**config.mk**
```make
export PLATFORM = sky130hd
export DESIGN_NAME = hes_seq
export DESIGN_NICKNAME = d
export VERILOG_FILES = /design/src/hdl/hes_pkg.sv /design/src/hdl/hes_seq.sv
export SDC_FILE = /design/constraint.sdc
export NUM_CORES = 1
export LEC_CHECK = 0
export ABC_AREA = 0
export BUFFER_PORTS_ARGS = -buffer_cell sky130_fd_sc_hd__clkbuf_2
export CAP_MARGIN = 30
export CELL_PAD_IN_SITES_DETAIL_PLACEMENT = 0
export CELL_PAD_IN_SITES_GLOBAL_PLACEMENT = 2
export CORE_UTILIZATION = 24
export DETAILED_ROUTE_END_ITERATION = 8
export PLACE_DENSITY_LB_ADDON = 0.1
export SYNTH_ARGS = -nofsm -noshare
export SYNTH_HDL_FRONTEND = slang
export SYNTH_SLANG_ARGS = --single-unit
```
**constraint.sdc**
```tcl
create_clock -name i_clk -period 4.7 [get_ports i_clk]
set_input_delay 0.94 -clock i_clk [delete_from_list [all_inputs] [get_ports i_clk]]
set_output_delay 0.94 -clock i_clk [all_outputs]
set_load 0.01 [all_outputs]
```
**src/hdl/hes_pkg.sv**
```systemverilog
// Package for the heat-equation SSP-RK3 stencil block.
// Holds the field widths, reset values, codes and the control bundle.
// Depends on nothing; every other file of the block uses it.
package hes_pkg;

    localparam int MAX_POINTS_DEF   = 128;
    localparam int SAMPLE_WIDTH_DEF = 24;

    localparam int OP_W       = 2;
    localparam int IDX_W      = 7;
    localparam int ST_W       = 2;
    localparam int CFG_IDX_W  = 2;
    localparam int CFG_DATA_W = 16;
    localparam int LP_W       = 7;
    localparam int BETA_W     = 16;
    localparam int STEPS_W    = 16;
    localparam int COEF_W     = 16;
    localparam int PHASE_W    = 2;
    localparam int MSEL_W     = 2;

    localparam logic [LP_W-1:0]    LP_RESET    = 7'd80;
    localparam logic [BETA_W-1:0]  BETA_RESET  = 16'd26561;
    localparam logic [STEPS_W-1:0] STEPS_RESET = 16'd400;

    localparam logic [COEF_W-1:0] COEF_ONE_THIRD  = 16'd21845;
    localparam logic [COEF_W-1:0] COEF_TWO_THIRDS = 16'd43691;

    localparam logic [OP_W-1:0] OP_WRITE = 2'd0;
    localparam logic [OP_W-1:0] OP_RUN   = 2'd1;
    localparam logic [OP_W-1:0] OP_READ  = 2'd2;

    localparam logic [ST_W-1:0] ST_WRITE = 2'd0;
    localparam logic [ST_W-1:0] ST_RUN   = 2'd1;
    localparam logic [ST_W-1:0] ST_READ  = 2'd2;
    localparam logic [ST_W-1:0] ST_BAD   = 2'd3;

    localparam logic [CFG_IDX_W-1:0] CFG_LAST_POINT = 2'd0;
    localparam logic [CFG_IDX_W-1:0] CFG_BETA       = 2'd1;
    localparam logic [CFG_IDX_W-1:0] CFG_STEPS      = 2'd2;

    localparam logic [PHASE_W-1:0] PH_S1 = 2'd0;
    localparam logic [PHASE_W-1:0] PH_S2 = 2'd1;
    localparam logic [PHASE_W-1:0] PH_S3 = 2'd2;

    localparam logic [MSEL_W-1:0] MS_LAP = 2'd0;
    localparam logic [MSEL_W-1:0] MS_SUM = 2'd1;
    localparam logic [MSEL_W-1:0] MS_U   = 2'd2;

    typedef struct packed {
        logic               busy;
        logic               zero_we;
        logic               src_issue;
        logic               lap_cap;
        logic               mul_en;
        logic [MSEL_W-1:0]  mul_sel;
        logic               acc_cap;
        logic               wb;
        logic [PHASE_W-1:0] phase;
        logic               fin;
    } t_ctrl;

endpackage

```
**src/hdl/hes_seq.sv**
```systemverilog
// Sequencer of the block: runs the end-point clearing, the three stage sweeps
// per time step and the per-point schedule of the shared unit. Uses hes_pkg.
module hes_seq #(
    parameter int AW = 7
) (
    input  logic                          i_clk,
    input  logic                          i_rst_n,
    input  logic                          i_go,
    input  logic [AW-1:0]                 i_last,
    input  logic [hes_pkg::STEPS_W-1:0]   i_step_count,
    output hes_pkg::t_ctrl                o_ctrl,
    output logic [AW-1:0]                 o_src_addr,
    output logic [AW-1:0]                 o_pt,
    output logic [AW-1:0]                 o_zero_addr
);

    typedef enum logic [10:0] {
        S_IDLE  = 11'b000_0000_0001,
        S_ZERO0 = 11'b000_0000_0010,
        S_ZERO1 = 11'b000_0000_0100,
        S_PRE0  = 11'b000_0000_1000,
        S_PRE1  = 11'b000_0001_0000,
        S_FETCH = 11'b000_0010_0000,
        S_LAP   = 11'b000_0100_0000,
        S_MULA  = 11'b000_1000_0000,
        S_MULB  = 11'b001_0000_0000,
        S_MULC  = 11'b010_0000_0000,
        S_WB    = 11'b100_0000_0000
    } t_state;

    t_state                        r_state, n_state;
    logic [AW-1:0]                 r_pt, n_pt;
    logic [hes_pkg::PHASE_W-1:0]   r_phase, n_phase;
    logic [hes_pkg::STEPS_W-1:0]   r_steps, n_steps;
    logic                          fin;

    always_comb begin
        n_state = r_state;
        n_pt    = r_pt;
        n_phase = r_phase;
        n_steps = r_steps;
        fin     = 1'b0;
        case (r_state)
            S_IDLE: begin
                if (i_go) begin
                    n_state = S_ZERO0;
                    n_steps = i_step_count;
                end
            end
            S_ZERO0: begin
                n_state = S_ZERO1;
            end
            S_ZERO1: begin
                if (r_steps == '0 || i_last < AW'(2)) begin
                    n_state = S_IDLE;
                    fin     = 1'b1;
                end else begin
                    n_state = S_PRE0;
                    n_phase = hes_pkg::PH_S1;
                    n_pt    = AW'(1);
                end
            end
            S_PRE0:  n_state = S_PRE1;
            S_PRE1:  n_state = S_FETCH;
            S_FETCH: n_state = S_LAP;
            S_LAP:   n_state = S_MULA;
            S_MULA: begin
                n_state = (r_phase == hes_pkg::PH_S3) ? S_MULB : S_WB;
            end
            S_MULB:  n_state = S_MULC;
            S_MULC:  n_state = S_WB;
            S_WB: begin
                if (r_pt + AW'(1) < i_last) begin
                    n_pt    = r_pt + AW'(1);
                    n_state = S_FETCH;
                end else if (r_phase == hes_pkg::PH_S3) begin
                    n_steps = r_steps - hes_pkg::STEPS_W'(1);
                    n_phase = hes_pkg::PH_S1;
                    if (r_steps == hes_pkg::STEPS_W'(1)) begin
                        n_state = S_IDLE;
                        n_pt    = '0;
                        fin     = 1'b1;
                    end else begin
                        n_state = S_PRE0;
                        n_pt    = AW'(1);
                    end
                end else begin
                    n_phase = r_phase + hes_pkg::PHASE_W'(1);
                    n_pt    = AW'(1);
                    n_state = S_PRE0;
                end
            end
            default: begin
                n_state = S_IDLE;
            end
        endcase
    end

    always_ff @(posedge i_clk) begin
        if (!i_rst_n) begin
            r_state <= S_IDLE;
            r_pt    <= '0;
            r_phase <= hes_pkg::PH_S1;
            r_steps <= '0;
        end else begin
            r_state <= n_state;
            r_pt    <= n_pt;
            r_phase <= n_phase;
            r_steps <= n_steps;
        end
    end

    always_comb begin
        o_ctrl.busy      = (r_state != S_IDLE);
        o_ctrl.zero_we   = (r_state == S_ZERO0) || (r_state == S_ZERO1);
        o_ctrl.src_issue = (r_state == S_PRE0) || (r_state == S_PRE1) || (r_state == S_FETCH);
        o_ctrl.lap_cap   = (r_state == S_LAP);
        o_ctrl.mul_en    = (r_state == S_MULA) || (r_state == S_MULB) || (r_state == S_MULC);
        o_ctrl.mul_sel   = (r_state == S_MULB) ? hes_pkg::MS_SUM :
                           (r_state == S_MULC) ? hes_pkg::MS_U : hes_pkg::MS_LAP;
        o_ctrl.acc_cap   = (r_state == S_MULC);
        o_ctrl.wb        = (r_state == S_WB);
        o_ctrl.phase     = r_phase;
        o_ctrl.fin       = fin;
    end

    assign o_src_addr  = (r_state == S_PRE0) ? '0 :
                         (r_state == S_PRE1) ? AW'(1) : r_pt + AW'(1);
    assign o_pt        = r_pt;
    assign o_zero_addr = (r_state == S_ZERO0) ? '0 : i_last;

endmodule

```
After elaboration in Yosys (flattened, before gate mapping)
Cells that the tools add are included.

word-level totals
  bits in registers = 36
  bits in latches = 0
  RAM bits = 0
  ROM bits = 0
  input bits = 26
  output and inout port bits = 33
  memories kept = 0

cells by class
  add/sub/neg operators = 3
  multiply operators = 0
  div/mod/pow operators = 0
  $lt $le $gt $ge = 2
  equal/unequal tests = 18
  shifts and indexed selects = 0
  muxes and demuxes = 30
  bitwise logic cells = 0
  reductions and logical operators = 12

operators with widths
  operator                                                 number
  case mux 11 bit (11 select lines)                        1
  two-way mux 16 bit                                       3
  two-way mux 11 bit                                       4
  two-way mux 7 bit                                        6
  case mux 16 bit (2 select lines)                         1
  equality test 16 x 1 -> 1 bit (second input constant)    1
  zero test 16 bit                                         1
  subtractor 16 x 1 -> 16 bit (second input constant)      1
  case mux 7 bit (2 select lines)                          1
  equality test 11 x 1 -> 1 bit (second input constant)    1
  equality test 11 x 10 -> 1 bit (second input constant)   1
  equality test 11 bit (second input constant)             1
  equality test 11 x 2 -> 1 bit (second input constant)    1
  equality test 11 x 3 -> 1 bit (second input constant)    1
  equality test 11 x 4 -> 1 bit (second input constant)    1
  equality test 11 x 5 -> 1 bit (second input constant)    1
  equality test 11 x 6 -> 1 bit (second input constant)    1
  equality test 11 x 7 -> 1 bit (second input constant)    1
  equality test 11 x 8 -> 1 bit (second input constant)    1
  equality test 11 x 9 -> 1 bit (second input constant)    1
  inequality test 11 x 1 -> 1 bit (second input constant)  1
  two-way mux 2 bit                                        5
  two-way mux 4 bit                                        2
  adder 7 x 1 -> 7 bit (second input constant)             1
  14 further kinds                                         26

Longest topological paths before layout
Gate-level depths: netlist of the first run.

  depth after elaboration = 5
  mapped depth = 13
  depth with buffers taken out = 12

Worst setup path before layout of the first run
OpenSTA, ideal clock, no wires.

  path kind = register to output
  start point = reg r_pt[0], in the netlist o_pt[0]
  end point = out o_ctrl[0] (netlist bit)
  arrival time = 2.511 ns
  data required time = 3.760 ns
  setup slack = 1.249 ns
  cell stages (with the launch flop) = 14
  path buffers = 2
  path through = dfxtp_1 -> ha_1 -> nand3_1 -> nor2_1 -> xnor2_1 -> inv_1 -> ha_1 -> nand4_1 -> and3_1 -> o21ai_0 -> clkbuf_1 -> nand2_1 -> o21ai_0 -> buf_4

between the ends
  cells in the longest elaborated chain, start to end = 4

RTL lines
  item                             RTL line        source
  start, declared                  hes_seq.sv:32   logic [AW-1:0] r_pt, n_pt;
  start signal, assigned           hes_seq.sv:107  r_pt <= n_pt;
  adder 7 x 1 -> 7 bit             hes_seq.sv:73   if (r_pt + AW'(1) < i_last) begin
  less-than comparator 7 bit       hes_seq.sv:73
  two-way mux 1 bit                hes_seq.sv:73
  case mux 1 bit (2 select lines)  hes_seq.sv:43   case (r_state)
  end, declared                    hes_seq.sv:11   output hes_pkg::t_ctrl o_ctrl,

Every way passes these cells.

==> flow_summary.html, run 1 <==
<table>
<tr><th>Metric</th><th>Value</th></tr>
<tr><th colspan="2">Outcome</th></tr>
<tr><td>Result of the run</td><td>finished clean</td></tr>
<tr><th colspan="2">Floorplanning</th></tr>
<tr><td>Die width</td><td>approximately 100 um</td></tr>
<tr><td>Height of the die</td><td>103.8 um</td></tr>
<tr><td>Initial cell density of the core</td><td>25.08%</td></tr>
<tr><td>Placeable core region</td><td>9910 um^2</td></tr>
<tr><td>Top-level port count</td><td>59</td></tr>
<tr><td>Floorplan die area</td><td>roughly 11000 um^2</td></tr>
<tr><td>Std cell rows</td><td>36</td></tr>
<tr><th colspan="2">Cells and area</th></tr>
<tr><td>Register Area</td><td>720.7 um^2</td></tr>
<tr><td>Layout Area Growth over Synthesis</td><td>22.10%</td></tr>
<tr><td>Ratio of cells with drive above 1 in the final layout</td><td>around a fifth</td></tr>
<tr><td>Number of nets in the layout</td><td>436</td></tr>
<tr><td>Area taken by multi-input logic gates</td><td>roughly 1600 um^2</td></tr>
<tr><td>Filler cells</td><td>between 1000 and 1500</td></tr>
<tr><td>Number of antenna cells inserted</td><td>0</td></tr>
<tr><th colspan="2">Drt</th></tr>
<tr><td>Post-detailed-route DRC marker count</td><td>0</td></tr>
<tr><td>Detailed-routed wire length on met2</td><td>between 4 and 5 mm</td></tr>
<tr><td>Drt wl/cell</td><td>about 16 um</td></tr>
<tr><td>Total via count after detailed routing</td><td>2694</td></tr>
<tr><td>Met3 routed WL</td><td>between 200 and 300 um</td></tr>
<tr><td>Pre-antenna DRT Iters</td><td>4</td></tr>
<tr><td>Met1 routed wirelength after detailed routing</td><td>between 4 and 5 mm</td></tr>
<tr><td>Max Used Layer</td><td>met4</td></tr>
<tr><td>Count of nets left with antenna violations after detail routing</td><td>0</td></tr>
<tr><td>Number of DRC violations after detailed-routing iteration 0</td><td>65</td></tr>
<tr><td>Total Wirelength</td><td>8.567 mm</td></tr>
<tr><td>DR vias/cell</td><td>5.045</td></tr>
<tr><th colspan="2">CTS</th></tr>
<tr><td>Maximum level of the CTS H-tree</td><td>2</td></tr>
<tr><td>Clock slew seen by the registers of the worst setup and hold paths</td><td>approximately 80 ps</td></tr>
<tr><td>Clock tree from TritonCTS</td><td>done</td></tr>
<tr><td># resized after CTS</td><td>0</td></tr>
<tr><td>CTS sink cnt</td><td>36</td></tr>
<tr><td>Inserted Clock Buffers</td><td>5</td></tr>
<tr><td>Clock root buffer</td><td>clkbuf_8</td></tr>
<tr><td>Skew-Pair Late Insertion Delay</td><td>290 ps</td></tr>
<tr><td>Buffers from clock root to sink, at most</td><td>2</td></tr>
<tr><td>Quantity of hold-fixing buffers added after cts</td><td>0</td></tr>
<tr><td>Number of buffers inserted by post-CTS setup repair</td><td>0</td></tr>
<tr><th colspan="2">Synth</th></tr>
<tr><td>Async set-or-reset flop fraction in the synthesized netlist</td><td>0%</td></tr>
<tr><td>Yosys synthesis warning count</td><td>0</td></tr>
<tr><td>Average footprint of a synthesized cell</td><td>roughly 7 um^2</td></tr>
<tr><td>Top FF cell, synth</td><td>dfxtp_1</td></tr>
<tr><td>Sequential element share of the synthesized area</td><td>29.00%</td></tr>
<tr><td>Post-synthesis register bit count</td><td>36</td></tr>
<tr><td>Number of enable flip-flop cells after synthesis</td><td>0</td></tr>
<tr><td>Count of mapped cells out of synthesis</td><td>roughly 350</td></tr>
<tr><td>Netlist area before placement</td><td>between 2000 and 2500 um^2</td></tr>
<tr><td>Cell variety after synth</td><td>54</td></tr>
<tr><td>Synthesized netlist net count</td><td>381</td></tr>
<tr><th colspan="2">Place</th></tr>
<tr><td>Count of buffers from port buffering</td><td>58</td></tr>
<tr><td>Final RePlAce weighted congestion</td><td>0.7846</td></tr>
<tr><td>Estimated wirelength of the detail-placed design</td><td>6.373 mm</td></tr>
<tr><th colspan="2">Global routing</th></tr>
<tr><td>Vias in the first global route</td><td>~2700</td></tr>
<tr><td>Initial antenna violation count</td><td>0</td></tr>
<tr><td>Overall track demand over capacity in global routing</td><td>~16%</td></tr>
<tr><td>Pin count of the biggest net entering global routing</td><td>26</td></tr>
<tr><td>Wire length of the first global-routing pass</td><td>around 14 mm</td></tr>
<tr><td>Aggregate global routing overflow</td><td>0</td></tr>
<tr><th colspan="2">Setup path</th></tr>
<tr><td>Signal arrival time at the worst endpoint</td><td>approximately 3000 ps</td></tr>
<tr><td>Setup crit end kind</td><td>primary output</td></tr>
<tr><td>Crit Path Category</td><td>reg2out</td></tr>
<tr><td>Setup crit start kind</td><td>flop</td></tr>
<tr><td>Critical path data required time</td><td>between 3000 and 4000 ps</td></tr>
<tr><td>Top fanout value on the critical path</td><td>11</td></tr>
<tr><th colspan="2">STA</th></tr>
<tr><td>Count of endpoints failing hold in the final timing report</td><td>0</td></tr>
<tr><td>Relative max-transition margin</td><td>roughly half</td></tr>
<tr><td>Actual slew at the worst max-slew pin</td><td>around 730 ps</td></tr>
<tr><td>Maximum clock frequency</td><td>approximately 0.25 GHz</td></tr>
<tr><td>Final TNS setup</td><td>0 ps</td></tr>
<tr><td>RSZ-0062 raised after global routing</td><td>no</td></tr>
<tr><td>Worst-case clock skew</td><td>8.892 ps</td></tr>
<tr><td>Final period utilization</td><td>a little over four fifths</td></tr>
<tr><td>Shortest clock period the worst path allows after layout</td><td>between 3000 and 4000 ps</td></tr>
<tr><td>Setup violations, final</td><td>0</td></tr>
<tr><td>Max Slew Vio Count</td><td>0</td></tr>
<tr><th colspan="2">Power</th></tr>
<tr><td>Maximum vdd drop</td><td>roughly 110 uV</td></tr>
<tr><td>Sum of internal, switching and leakage power</td><td>0.8025 mW</td></tr>
<tr><td>Standby leakage power</td><td>roughly 1.4 nW</td></tr>
<tr><td>Power density of the placed cells</td><td>between 200 and 300 nW/um^2</td></tr>
<tr><th colspan="2">Hold path</th></tr>
<tr><td>Worst min path class</td><td>reg2reg</td></tr>
<tr><th colspan="2">Flow run</th></tr>
<tr><td>MaxCap Viol Count</td><td>0</td></tr>
</table>
## flip-flops by register name, summed over array words and instances (netlist names)
signal	count
o_pt	7
r_phase	2
r_state	11
r_steps	16
## layout make-up
type                       instances  area share, %
sequential                        36          23.75
timing repair buffer              65          11.38
tap                              133          5.485
clock buffer                       6          2.392
multi-input combinational        269          52.99
clock inverter                     2          1.155
inverter                          23          2.845
## routing by layer
metal,GRT usage (%),up-vias
li1,-,1380
met1,21.51,1254
met2,27.80,55
met3,2.643,5
met4,3.980,0
met5,0,-
## cell families (layout without fill, tap and decap cells)
group / after synthesis / after routing / synth area share [%]
XOR/XNOR: 9 / 9 / 3.172
buffers and inverters: 40 / 96 / 6.294
flip-flops: 36 / 36 / 29.00
adder cells (fa/ha/maj): 10 / 10 / 5.035
AND/OR/NAND/NOR: 154 / 154 / 33.28
AO/OA/AOI/OAI: 96 / 96 / 23.21
## metrics by stage
step	hold WS, ps	util, %	instance area (um^2)	setup WS [ps]	instances
2_1_floorplan	434.4	-	2485	1249	345
3_3_place_gp	461.2	29.43	2917	1151	525
3_5_place_dp	466.3	29.53	2927	1051	526
4_1_cts	480.8	30.62	3034	722.1	534
5_1_grt	495.8	30.62	3034	443.0	534
6_report	474.2	30.62	3034	742.9	534
## synth_stat cells, types with 3 or more instances
cell type	instances	area (um^2)
o21ai_0	33	165.2
nand3_1	27	135.1
xnor2_1	3	26.28
inv_1	21	78.83
nand3b_1	3	22.52
nand2b_1	3	18.77
dfxtp_1	36	720.7
ha_1	10	125.1
nor3b_1	3	22.52
o31ai_1	5	37.54
xor2_1	6	52.55
and3b_1	3	26.28
nand2_1	34	127.6
nor2_1	25	93.84
nor3_1	14	70.07
a31oi_1	10	62.56
a22oi_1	3	22.52
nand4_1	8	50.05
and3_1	3	18.77
or3_1	6	37.54
clkbuf_1	14	52.55
nor4_1	10	62.56
a21oi_1	25	125.1
## critical path, cell delays in order (launching register included)
cell and delay [ps]:
dfxtp_1 430, ha_1 270, nand3_1 130, nor2_1 150, xnor2_1 190, inv_1 80
ha_1 340, nand4_1 90, and3_1 220, o21ai_0 80, buf_4 200, nand2_1 90
o21ai_0 270, clkbuf_2 190
## layout by cell type, fill, tap and decap left out, types with 2 or more instances in the layout
| cell type | synthesis | layout |
|---|---|---|
| nand2b_1 | 3 | 3 |
| nor3b_1 | 3 | 3 |
| o21a_1 | 2 | 2 |
| nand4_1 | 8 | 8 |
| xnor2_1 | 3 | 3 |
| or4_4 | 2 | 2 |
| nor4b_1 | 2 | 2 |
| buf_4 | 1 | 6 |
| nor3_1 | 14 | 14 |
| nor2b_1 | 2 | 2 |
| dfxtp_1 | 36 | 36 |
| a21o_1 | 2 | 2 |
| and3_1 | 3 | 3 |
| and3b_1 | 3 | 3 |
| o21ai_0 | 33 | 33 |
| o311a_1 | 2 | 2 |
| clkbuf_8 | 0 | 5 |
| or3_1 | 6 | 6 |
| a31oi_1 | 10 | 10 |
| inv_1 | 21 | 21 |
| clkbuf_2 | 0 | 58 |
| nor4_1 | 10 | 10 |
| nor2_1 | 25 | 25 |
| o31ai_1 | 5 | 5 |
| nand3_1 | 27 | 27 |
| a22oi_1 | 3 | 3 |
| o211ai_1 | 2 | 2 |
| ha_1 | 10 | 10 |
| xor2_1 | 6 | 6 |
| nand3b_1 | 3 | 3 |
| and2_1 | 2 | 2 |
| a21oi_1 | 25 | 25 |
| nand2_1 | 34 | 34 |
## path summary, 6_finish.rpt
kind                                          startpoint  slack (ps)  cells past startpoint                  endpoint
worst max-delay path                o_pt[0]$_SDFFE_PN0P_         740                     13                 o_ctrl[0]
worst min-delay path            r_steps[11]$_SDFFE_PN0P_         470                      2  r_steps[11]$_SDFFE_PN0P_
worst max register to register      o_pt[0]$_SDFFE_PN0P_        1460                     13   r_steps[3]$_SDFFE_PN0P_
worst min register to register  r_steps[11]$_SDFFE_PN0P_         470                      2  r_steps[11]$_SDFFE_PN0P_
## power by group
| part | switching, mW | internal [mW] |
|---|---|---|
| combinational | 0.110 | 0.0736 |
| sequential | 0.0202 | 0.320 |
| clock | 0.121 | 0.158 |
Power figures use the tool's default switching activity.
==> run 2: changes to the inputs <==
==> constraint.sdc (replaced) <==
create_clock -name i_clk -period 3.6 [get_ports i_clk]
set_input_delay 0.72 -clock i_clk [delete_from_list [all_inputs] [get_ports i_clk]]
set_output_delay 0.72 -clock i_clk [all_outputs]
set_load 0.01 [all_outputs]
==> flow_summary.html, run 2 (synthesis results as in run 1) <==
<table>
<tr><th>Metric</th><th>Value</th></tr>
<tr><th colspan="2">Power</th></tr>
<tr><td>Maximum vdd drop</td><td>132.4 uV</td></tr>
<tr><td>Standby leakage power</td><td>about 1.4 nW</td></tr>
<tr><td>Power dissipated by switching net loads</td><td>roughly 0.32 mW</td></tr>
<tr><td>Share of power burned in registers</td><td>46.4%</td></tr>
<tr><td>Power density of the placed cells</td><td>approximately 310 nW/um^2</td></tr>
<tr><td>Net switching share of the total power</td><td>between 30% and 40%</td></tr>
<tr><td>Internal power</td><td>~0.64 mW</td></tr>
<tr><td>Combinational power share</td><td>between 20% and 30%</td></tr>
<tr><td>Clock network power share</td><td>~29%</td></tr>
<tr><th colspan="2">Setup path</th></tr>
<tr><td>Worst path top cell family by delay</td><td>simple AND/OR/NAND/NOR gates</td></tr>
<tr><td>Path depth of the worst reg2reg path</td><td>13</td></tr>
<tr><td>Levels on crit path</td><td>12</td></tr>
<tr><td>Critical path data required time</td><td>~2900 ps</td></tr>
<tr><td>Buf/Inv on CP</td><td>2</td></tr>
<tr><td>Top fanout value on the critical path</td><td>4</td></tr>
<tr><td>Cell chain of the critical path</td><td>ha_2 -&gt; nand3_1 -&gt; nor2_1 -&gt; xnor2_1 -&gt; inv_1 -&gt; ha_1 -&gt; nand4_1 -&gt; and3_1 -&gt; o21ai_1 -&gt; nand2_1 -&gt; o21ai_2 -&gt; clkbuf_2</td></tr>
<tr><td>Crit path largest cell delay</td><td>around 400 ps</td></tr>
<tr><td>Crit Path Category</td><td>reg2out</td></tr>
<tr><td>Cell with the biggest individual delay on the critical path</td><td>dfxtp_1</td></tr>
<tr><td>FF-to-FF Start</td><td>o_pt[1]$_SDFFE_PN0P_</td></tr>
<tr><td>Setup crit end kind</td><td>primary output</td></tr>
<tr><td>Setup crit start kind</td><td>flop</td></tr>
<tr><td>R2R Setup Slk</td><td>~630 ps</td></tr>
<tr><td>Critical R2R Capture</td><td>r_steps[15]$_SDFFE_PN0P_</td></tr>
<tr><td>Signal arrival time at the worst endpoint</td><td>between 2000 and 3000 ps</td></tr>
<tr><th colspan="2">STA</th></tr>
<tr><td>Actual slew at the worst max-slew pin</td><td>roughly 740 ps</td></tr>
<tr><td>Final period utilization</td><td>between 90% and 100%</td></tr>
<tr><td>Relative max-transition margin</td><td>between 50% and 60%</td></tr>
<tr><td>Final TNS setup</td><td>0 ps</td></tr>
<tr><td>Post-Route Hold Slack</td><td>approximately 480 ps</td></tr>
<tr><td>Max Slew Vio Count</td><td>0</td></tr>
<tr><td>Maximum clock frequency</td><td>around 0.30 GHz</td></tr>
<tr><td>Count of endpoints failing hold in the final timing report</td><td>0</td></tr>
<tr><td>Setup violations, final</td><td>0</td></tr>
<tr><td>Worst-case clock skew</td><td>5.110 ps</td></tr>
<tr><td>Shortest clock period the worst path allows after layout</td><td>roughly 3300 ps</td></tr>
<tr><td>RSZ-0062 raised after global routing</td><td>no</td></tr>
<tr><th colspan="2">Cells and area</th></tr>
<tr><td>Ratio of cells with drive above 1 in the final layout</td><td>21.92%</td></tr>
<tr><td>Layout Area Growth over Synthesis</td><td>23.11%</td></tr>
<tr><td>Register Area</td><td>between 700 and 800 um^2</td></tr>
<tr><td>Filler cells</td><td>1133</td></tr>
<tr><td>Number of antenna cells inserted</td><td>0</td></tr>
<tr><td>Max FFs per register</td><td>16</td></tr>
<tr><td>Most common library cell in the layout ignoring fill and taps</td><td>clkbuf_2</td></tr>
<tr><td>Register with the most flip-flops</td><td>r_steps</td></tr>
<tr><td>Commonest cells after routing, fill and taps aside</td><td>clkbuf_2, dfxtp_1, nand2_1, o21ai_0, nand3_1</td></tr>
<tr><td>Area taken by multi-input logic gates</td><td>about 1600 um^2</td></tr>
<tr><td>Number of nets in the layout</td><td>roughly 440</td></tr>
<tr><th colspan="2">Floorplanning</th></tr>
<tr><td>Die width</td><td>103.8 um</td></tr>
<tr><td>Top-level port count</td><td>59</td></tr>
<tr><td>Floorplan die area</td><td>about 11000 um^2</td></tr>
<tr><td>Std cell rows</td><td>36</td></tr>
<tr><td>Height of the die</td><td>a little over 100 um</td></tr>
<tr><td>Placeable core region</td><td>slightly below 10000 um^2</td></tr>
<tr><td>Initial cell density of the core</td><td>25.08%</td></tr>
<tr><th colspan="2">Place</th></tr>
<tr><td>Final RePlAce weighted congestion</td><td>0.7417</td></tr>
<tr><td>Count of buffers from port buffering</td><td>between 50 and 60</td></tr>
<tr><td>Estimated wirelength of the detail-placed design</td><td>between 6 and 7 mm</td></tr>
<tr><th colspan="2">Drt</th></tr>
<tr><td>Total via count after detailed routing</td><td>between 2000 and 3000</td></tr>
<tr><td>Total Wirelength</td><td>about 8.6 mm</td></tr>
<tr><td>Pre-antenna DRT Iters</td><td>4</td></tr>
<tr><td>DR vias/cell</td><td>between 5 and 6</td></tr>
<tr><td>Number of DRC violations after detailed-routing iteration 0</td><td>between 60 and 70</td></tr>
<tr><td>Count of nets left with antenna violations after detail routing</td><td>0</td></tr>
<tr><td>Drt wl/cell</td><td>roughly 16 um</td></tr>
<tr><td>Post-detailed-route DRC marker count</td><td>0</td></tr>
<tr><th colspan="2">Global routing</th></tr>
<tr><td>Pin count of the biggest net entering global routing</td><td>25</td></tr>
<tr><td>Wire length of the first global-routing pass</td><td>14.26 mm</td></tr>
<tr><td>Initial antenna violation count</td><td>0</td></tr>
<tr><td>Overall track demand over capacity in global routing</td><td>between 15 and 20%</td></tr>
<tr><td>Aggregate global routing overflow</td><td>0</td></tr>
<tr><td>Vias in the first global route</td><td>between 2000 and 3000</td></tr>
<tr><th colspan="2">Hold path</th></tr>
<tr><td>Hold Path Depth</td><td>2</td></tr>
<tr><td>Hold worst-path end</td><td>r_steps[5]$_SDFFE_PN0P_</td></tr>
<tr><td>HP Start</td><td>r_steps[5]$_SDFFE_PN0P_</td></tr>
<tr><td>Worst min path class</td><td>reg2reg</td></tr>
<tr><th colspan="2">CTS</th></tr>
<tr><td>Skew-Pair Late Insertion Delay</td><td>slightly below 300 ps</td></tr>
<tr><td>Quantity of hold-fixing buffers added after cts</td><td>0</td></tr>
<tr><td>CTS sink cnt</td><td>36</td></tr>
<tr><td>Inserted Clock Buffers</td><td>5</td></tr>
<tr><td>Clock tree from TritonCTS</td><td>done</td></tr>
<tr><td>Buffers from clock root to sink, at most</td><td>2</td></tr>
<tr><td>Clock root buffer</td><td>clkbuf_8</td></tr>
<tr><td>Clock slew seen by the registers of the worst setup and hold paths</td><td>about 70 ps</td></tr>
<tr><td>Maximum level of the CTS H-tree</td><td>2</td></tr>
<tr><th colspan="2">Outcome</th></tr>
<tr><td>Result of the run</td><td>finished clean</td></tr>
<tr><th colspan="2">Flow run</th></tr>
<tr><td>MaxCap Viol Count</td><td>0</td></tr>
</table>
==> run 2: through the flow <==
| step | std cells | power (mW) | worst slack, ps | utilization [%] | instance area [um^2] |
|---|---|---|---|---|---|
| after global routing | 539 | 1.026 | 29.83 | 30.87 | 3059 |
| final | 539 | 0.9570 | 286.4 | 30.87 | 3059 |
| after detailed placement | 534 | 0.6954 | 397.7 | 30.11 | 2984 |
| after global placement | 534 | 0.6988 | 542.0 | 30.11 | 2984 |
| after floorplan | 345 | 0.6098 | 368.8 | - | 2485 |
| after CTS | 539 | 0.9774 | 59.78 | 30.81 | 3053 |
==> run 2: tightest hold or removal path, stage by stage, from the launching register on <==
cell and delay (ps):
dfxtp_1 310, o31ai_1 60, a21oi_1 60
==> run 2: per-layer routing <==
metal	part of all wire, %	global-route usage (%)	up-vias
li1	-	-	1378
met1	48	21.87	1277
met2	47	27.13	64
met3	4.3	3.210	9
met4	1.2	4.184	0
met5	0	0	-
==> run 2: worst max path at each step <==
stage / from / end
floorplan: o_pt[0]$_SDFFE_PN0P_ / o_ctrl[0]
global route: o_pt[1]$_SDFFE_PN0P_ / o_ctrl[0]
finish: o_pt[1]$_SDFFE_PN0P_ / o_ctrl[0]
detailed placement: o_pt[1]$_SDFFE_PN0P_ / o_ctrl[0]
CTS: o_pt[1]$_SDFFE_PN0P_ / o_ctrl[0]
global placement: o_pt[1]$_SDFFE_PN0P_ / o_ctrl[0]
==> run 2: timing repair <==
item                       4_1_cts  5_1_grt
buffers inserted                 0        0
resized for setup                0        4
setup endpoints to repair        0        1
==> run 2: layout make-up <==
cell class | instances | share of cell area, %
inverters | 23 | 2.822
multi-input cells | 269 | 52.76
clock buffers | 5 | 2.249
flip-flops and latches | 36 | 23.56
repair buffers | 73 | 13.17
well taps | 133 | 5.440
==> run 2: power groups by stage <==
stage	logic [mW]	registers, mW	clock network, mW
6_report	0.239	0.444	0.275
5_1_grt	0.273	0.448	0.305
4_1_cts	0.244	0.443	0.290
3_5_place_dp	0.243	0.453	0
3_3_place_gp	0.245	0.454	0
2_1_floorplan	0.171	0.439	0
==> run 3: changes to the inputs <==
--- a/config.mk
+++ b/config.mk
@@ -10,7 +10,7 @@
 export CAP_MARGIN = 30
 export CELL_PAD_IN_SITES_DETAIL_PLACEMENT = 0
 export CELL_PAD_IN_SITES_GLOBAL_PLACEMENT = 2
-export CORE_UTILIZATION = 24
+export CORE_UTILIZATION = 27
 export DETAILED_ROUTE_END_ITERATION = 8
 export PLACE_DENSITY_LB_ADDON = 0.1
 export SYNTH_ARGS = -nofsm -noshare
==> flow_summary.html, run 3 (synthesis results as in run 1) <==
<table>
<tr><th>Metric</th><th>Value</th></tr>
<tr><th colspan="2">Power</th></tr>
<tr><td>Standby leakage power</td><td>between 1 and 1.5 nW</td></tr>
<tr><td>Maximum vdd drop</td><td>roughly 200 uV</td></tr>
<tr><td>Power density of the placed cells</td><td>about 340 nW/um^2</td></tr>
<tr><th colspan="2">Drt</th></tr>
<tr><td>Detailed-routed wire length on met2</td><td>between 3 and 4 mm</td></tr>
<tr><td>DR vias/cell</td><td>5.298</td></tr>
<tr><td>Total via count after detailed routing</td><td>2734</td></tr>
<tr><td>Drt wl/cell</td><td>between 15 and 20 um</td></tr>
<tr><td>Pre-antenna DRT Iters</td><td>6</td></tr>
<tr><td>Max Used Layer</td><td>met4</td></tr>
<tr><td>Post-detailed-route DRC marker count</td><td>7</td></tr>
<tr><td>Number of DRC violations after detailed-routing iteration 0</td><td>90</td></tr>
<tr><td>Met3 routed WL</td><td>approximately 420 um</td></tr>
<tr><td>Count of nets left with antenna violations after detail routing</td><td>0</td></tr>
<tr><td>Total Wirelength</td><td>between 8 and 9 mm</td></tr>
<tr><td>Met1 routed wirelength after detailed routing</td><td>~4.1 mm</td></tr>
<tr><th colspan="2">Global routing</th></tr>
<tr><td>Wire length of the first global-routing pass</td><td>13.70 mm</td></tr>
<tr><td>Overall track demand over capacity in global routing</td><td>about 18%</td></tr>
<tr><td>Pin count of the biggest net entering global routing</td><td>26</td></tr>
<tr><td>Aggregate global routing overflow</td><td>0</td></tr>
<tr><td>Vias in the first global route</td><td>around 2600</td></tr>
<tr><td>Initial antenna violation count</td><td>0</td></tr>
<tr><th colspan="2">Cells and area</th></tr>
<tr><td>Number of nets in the layout</td><td>443</td></tr>
<tr><td>Max FFs per register</td><td>16</td></tr>
<tr><td>Number of antenna cells inserted</td><td>0</td></tr>
<tr><td>Register with the most flip-flops</td><td>r_steps</td></tr>
<tr><td>Ratio of cells with drive above 1 in the final layout</td><td>~22%</td></tr>
<tr><td>Commonest cells after routing, fill and taps aside</td><td>clkbuf_2, dfxtp_1, nand2_1, o21ai_0, nand3_1</td></tr>
<tr><td>Most common library cell in the layout ignoring fill and taps</td><td>clkbuf_2</td></tr>
<tr><td>Filler cells</td><td>972</td></tr>
<tr><td>Layout Area Growth over Synthesis</td><td>23.11%</td></tr>
<tr><th colspan="2">Floorplanning</th></tr>
<tr><td>Placeable core region</td><td>a little under 9000 um^2</td></tr>
<tr><td>Height of the die</td><td>between 90 and 100 um</td></tr>
<tr><td>Die width</td><td>~98 um</td></tr>
<tr><td>Initial cell density of the core</td><td>approximately 28%</td></tr>
<tr><td>Top-level port count</td><td>59</td></tr>
<tr><td>Std cell rows</td><td>34</td></tr>
<tr><td>Floorplan die area</td><td>9591 um^2</td></tr>
<tr><th colspan="2">Setup path</th></tr>
<tr><td>Crit path largest cell delay</td><td>about 380 ps</td></tr>
<tr><td>R2R Setup Slk</td><td>~570 ps</td></tr>
<tr><td>Signal arrival time at the worst endpoint</td><td>between 2000 and 3000 ps</td></tr>
<tr><td>Setup crit end kind</td><td>primary output</td></tr>
<tr><td>Path depth of the worst reg2reg path</td><td>12</td></tr>
<tr><td>Cell chain of the critical path</td><td>ha_2 -&gt; nand3_1 -&gt; nor2_1 -&gt; xnor2_1 -&gt; inv_1 -&gt; ha_1 -&gt; nand4_1 -&gt; and3_1 -&gt; o21ai_0 -&gt; nand2_1 -&gt; o21ai_2 -&gt; clkbuf_2</td></tr>
<tr><td>Cell with the biggest individual delay on the critical path</td><td>dfxtp_1</td></tr>
<tr><td>Worst path top cell family by delay</td><td>simple AND/OR/NAND/NOR gates</td></tr>
<tr><td>Critical path data required time</td><td>2880 ps</td></tr>
<tr><td>Crit Path Category</td><td>reg2out</td></tr>
<tr><td>Top fanout value on the critical path</td><td>4</td></tr>
<tr><td>Setup crit start kind</td><td>flop</td></tr>
<tr><td>Buf/Inv on CP</td><td>2</td></tr>
<tr><td>FF-to-FF Start</td><td>o_pt[1]$_SDFFE_PN0P_</td></tr>
<tr><td>Critical R2R Capture</td><td>r_steps[9]$_SDFFE_PN0P_</td></tr>
<tr><th colspan="2">CTS</th></tr>
<tr><td>Buffers from clock root to sink, at most</td><td>2</td></tr>
<tr><td>Clock tree from TritonCTS</td><td>done</td></tr>
<tr><td>Inserted Clock Buffers</td><td>5</td></tr>
<tr><td>Maximum level of the CTS H-tree</td><td>2</td></tr>
<tr><td>Number of buffers inserted by post-CTS setup repair</td><td>0</td></tr>
<tr><td>Skew-Pair Late Insertion Delay</td><td>approximately 290 ps</td></tr>
<tr><td>CTS sink cnt</td><td>36</td></tr>
<tr><td>Clock root buffer</td><td>clkbuf_8</td></tr>
<tr><td>Clock slew seen by the registers of the worst setup and hold paths</td><td>~80 ps</td></tr>
<tr><th colspan="2">Place</th></tr>
<tr><td>Estimated wirelength of the detail-placed design</td><td>~6.2 mm</td></tr>
<tr><td>Final RePlAce weighted congestion</td><td>0.7701</td></tr>
<tr><td>Count of buffers from port buffering</td><td>58</td></tr>
<tr><th colspan="2">Hold path</th></tr>
<tr><td>HP Start</td><td>r_steps[5]$_SDFFE_PN0P_</td></tr>
<tr><td>Hold worst-path end</td><td>r_steps[5]$_SDFFE_PN0P_</td></tr>
<tr><td>Hold Path Depth</td><td>2</td></tr>
<tr><td>Worst min path class</td><td>reg2reg</td></tr>
<tr><th colspan="2">STA</th></tr>
<tr><td>Shortest clock period the worst path allows after layout</td><td>around 3400 ps</td></tr>
<tr><td>Final TNS setup</td><td>0 ps</td></tr>
<tr><td>Max Slew Vio Count</td><td>0</td></tr>
<tr><td>Count of endpoints failing hold in the final timing report</td><td>0</td></tr>
<tr><td>Post-Route Hold Slack</td><td>around 470 ps</td></tr>
<tr><td>RSZ-0062 raised after global routing</td><td>no</td></tr>
<tr><td>Actual slew at the worst max-slew pin</td><td>814.7 ps</td></tr>
<tr><td>Setup violations, final</td><td>0</td></tr>
<tr><td>Final period utilization</td><td>around 93%</td></tr>
<tr><td>Relative max-transition margin</td><td>roughly 46%</td></tr>
<tr><td>Worst-case clock skew</td><td>around 5.4 ps</td></tr>
<tr><td>Maximum clock frequency</td><td>0.2977 GHz</td></tr>
<tr><th colspan="2">Outcome</th></tr>
<tr><td>Violated checks</td><td>DRC</td></tr>
<tr><td>Result of the run</td><td>finished with violations</td></tr>
<tr><th colspan="2">Flow run</th></tr>
<tr><td>MaxCap Viol Count</td><td>0</td></tr>
</table>
## run 3: cell type report
cell class              instances  area, um^2  share of cell area [%]
clock inverters                 2       35.03                   1.145
multi-input cells             269        1614                   52.76
clock buffers                   6       72.57                   2.372
repair buffers                 72       395.4                   12.92
well taps                     108       135.1                   4.417
inverters                      23       86.33                   2.822
flip-flops and latches         36       720.7                   23.56
## run 3: timing repair
action,in CTS,in global routing
gates resized for setup,0,3
setup endpoints to repair,0,1
hold buffers,0,0
## run 3: routing by layer
| layer | vias to the layer above | global-route usage (%) |
|---|---|---|
| met4 | 0 | 3.846 |
| li1 | 1383 | - |
| met5 | - | 0 |
| met3 | 6 | 3.078 |
| met1 | 1271 | 23.45 |
| met2 | 74 | 30.88 |
## run 3: worst max path at each step
| stage | startpoint | end | slack (ps) | depth (start not counted) |
|---|---|---|---|---|
| 2_1_floorplan | o_pt[0]$_SDFFE_PN0P_ | o_ctrl[0] | 370 | 13 |
| 3_3_place_gp | o_pt[1]$_SDFFE_PN0P_ | o_ctrl[0] | 480 | 12 |
| 3_5_place_dp | o_pt[1]$_SDFFE_PN0P_ | o_ctrl[0] | 390 | 12 |
| 4_1_cts | o_pt[1]$_SDFFE_PN0P_ | o_ctrl[0] | 50 | 12 |
| 5_1_grt | o_pt[1]$_SDFFE_PN0P_ | o_ctrl[0] | 30 | 12 |
| 6_report | o_pt[1]$_SDFFE_PN0P_ | o_ctrl[0] | 240 | 12 |
## run 3: where the power goes
group | switching, mW | leakage (nW) | internal [mW]
clock network | 0.161 | 0.0552 | 0.206
registers | 0.0263 | 0.293 | 0.417
logic | 0.142 | 1.04 | 0.0969
## run 3: worst min-delay path, stage by stage, from the launching register on
cell and delay (ps):
dfxtp_1 320, o31ai_1 60, a21oi_1 50
## run 3: per-stage QoR
step | setup WS, ps | cells | cell area, um^2 | util [%] | power, mW
2_1_floorplan | 368.8 | 345 | 2485 | - | 0.6098
3_3_place_gp | 475.4 | 508 | 2945 | 33.45 | 0.6948
3_5_place_dp | 389.8 | 508 | 2945 | 33.45 | 0.6923
4_1_cts | 45.37 | 516 | 3053 | 34.67 | 1.065
5_1_grt | 28.60 | 516 | 3059 | 34.74 | 1.110
6_report | 240.8 | 516 | 3059 | 34.74 | 1.050
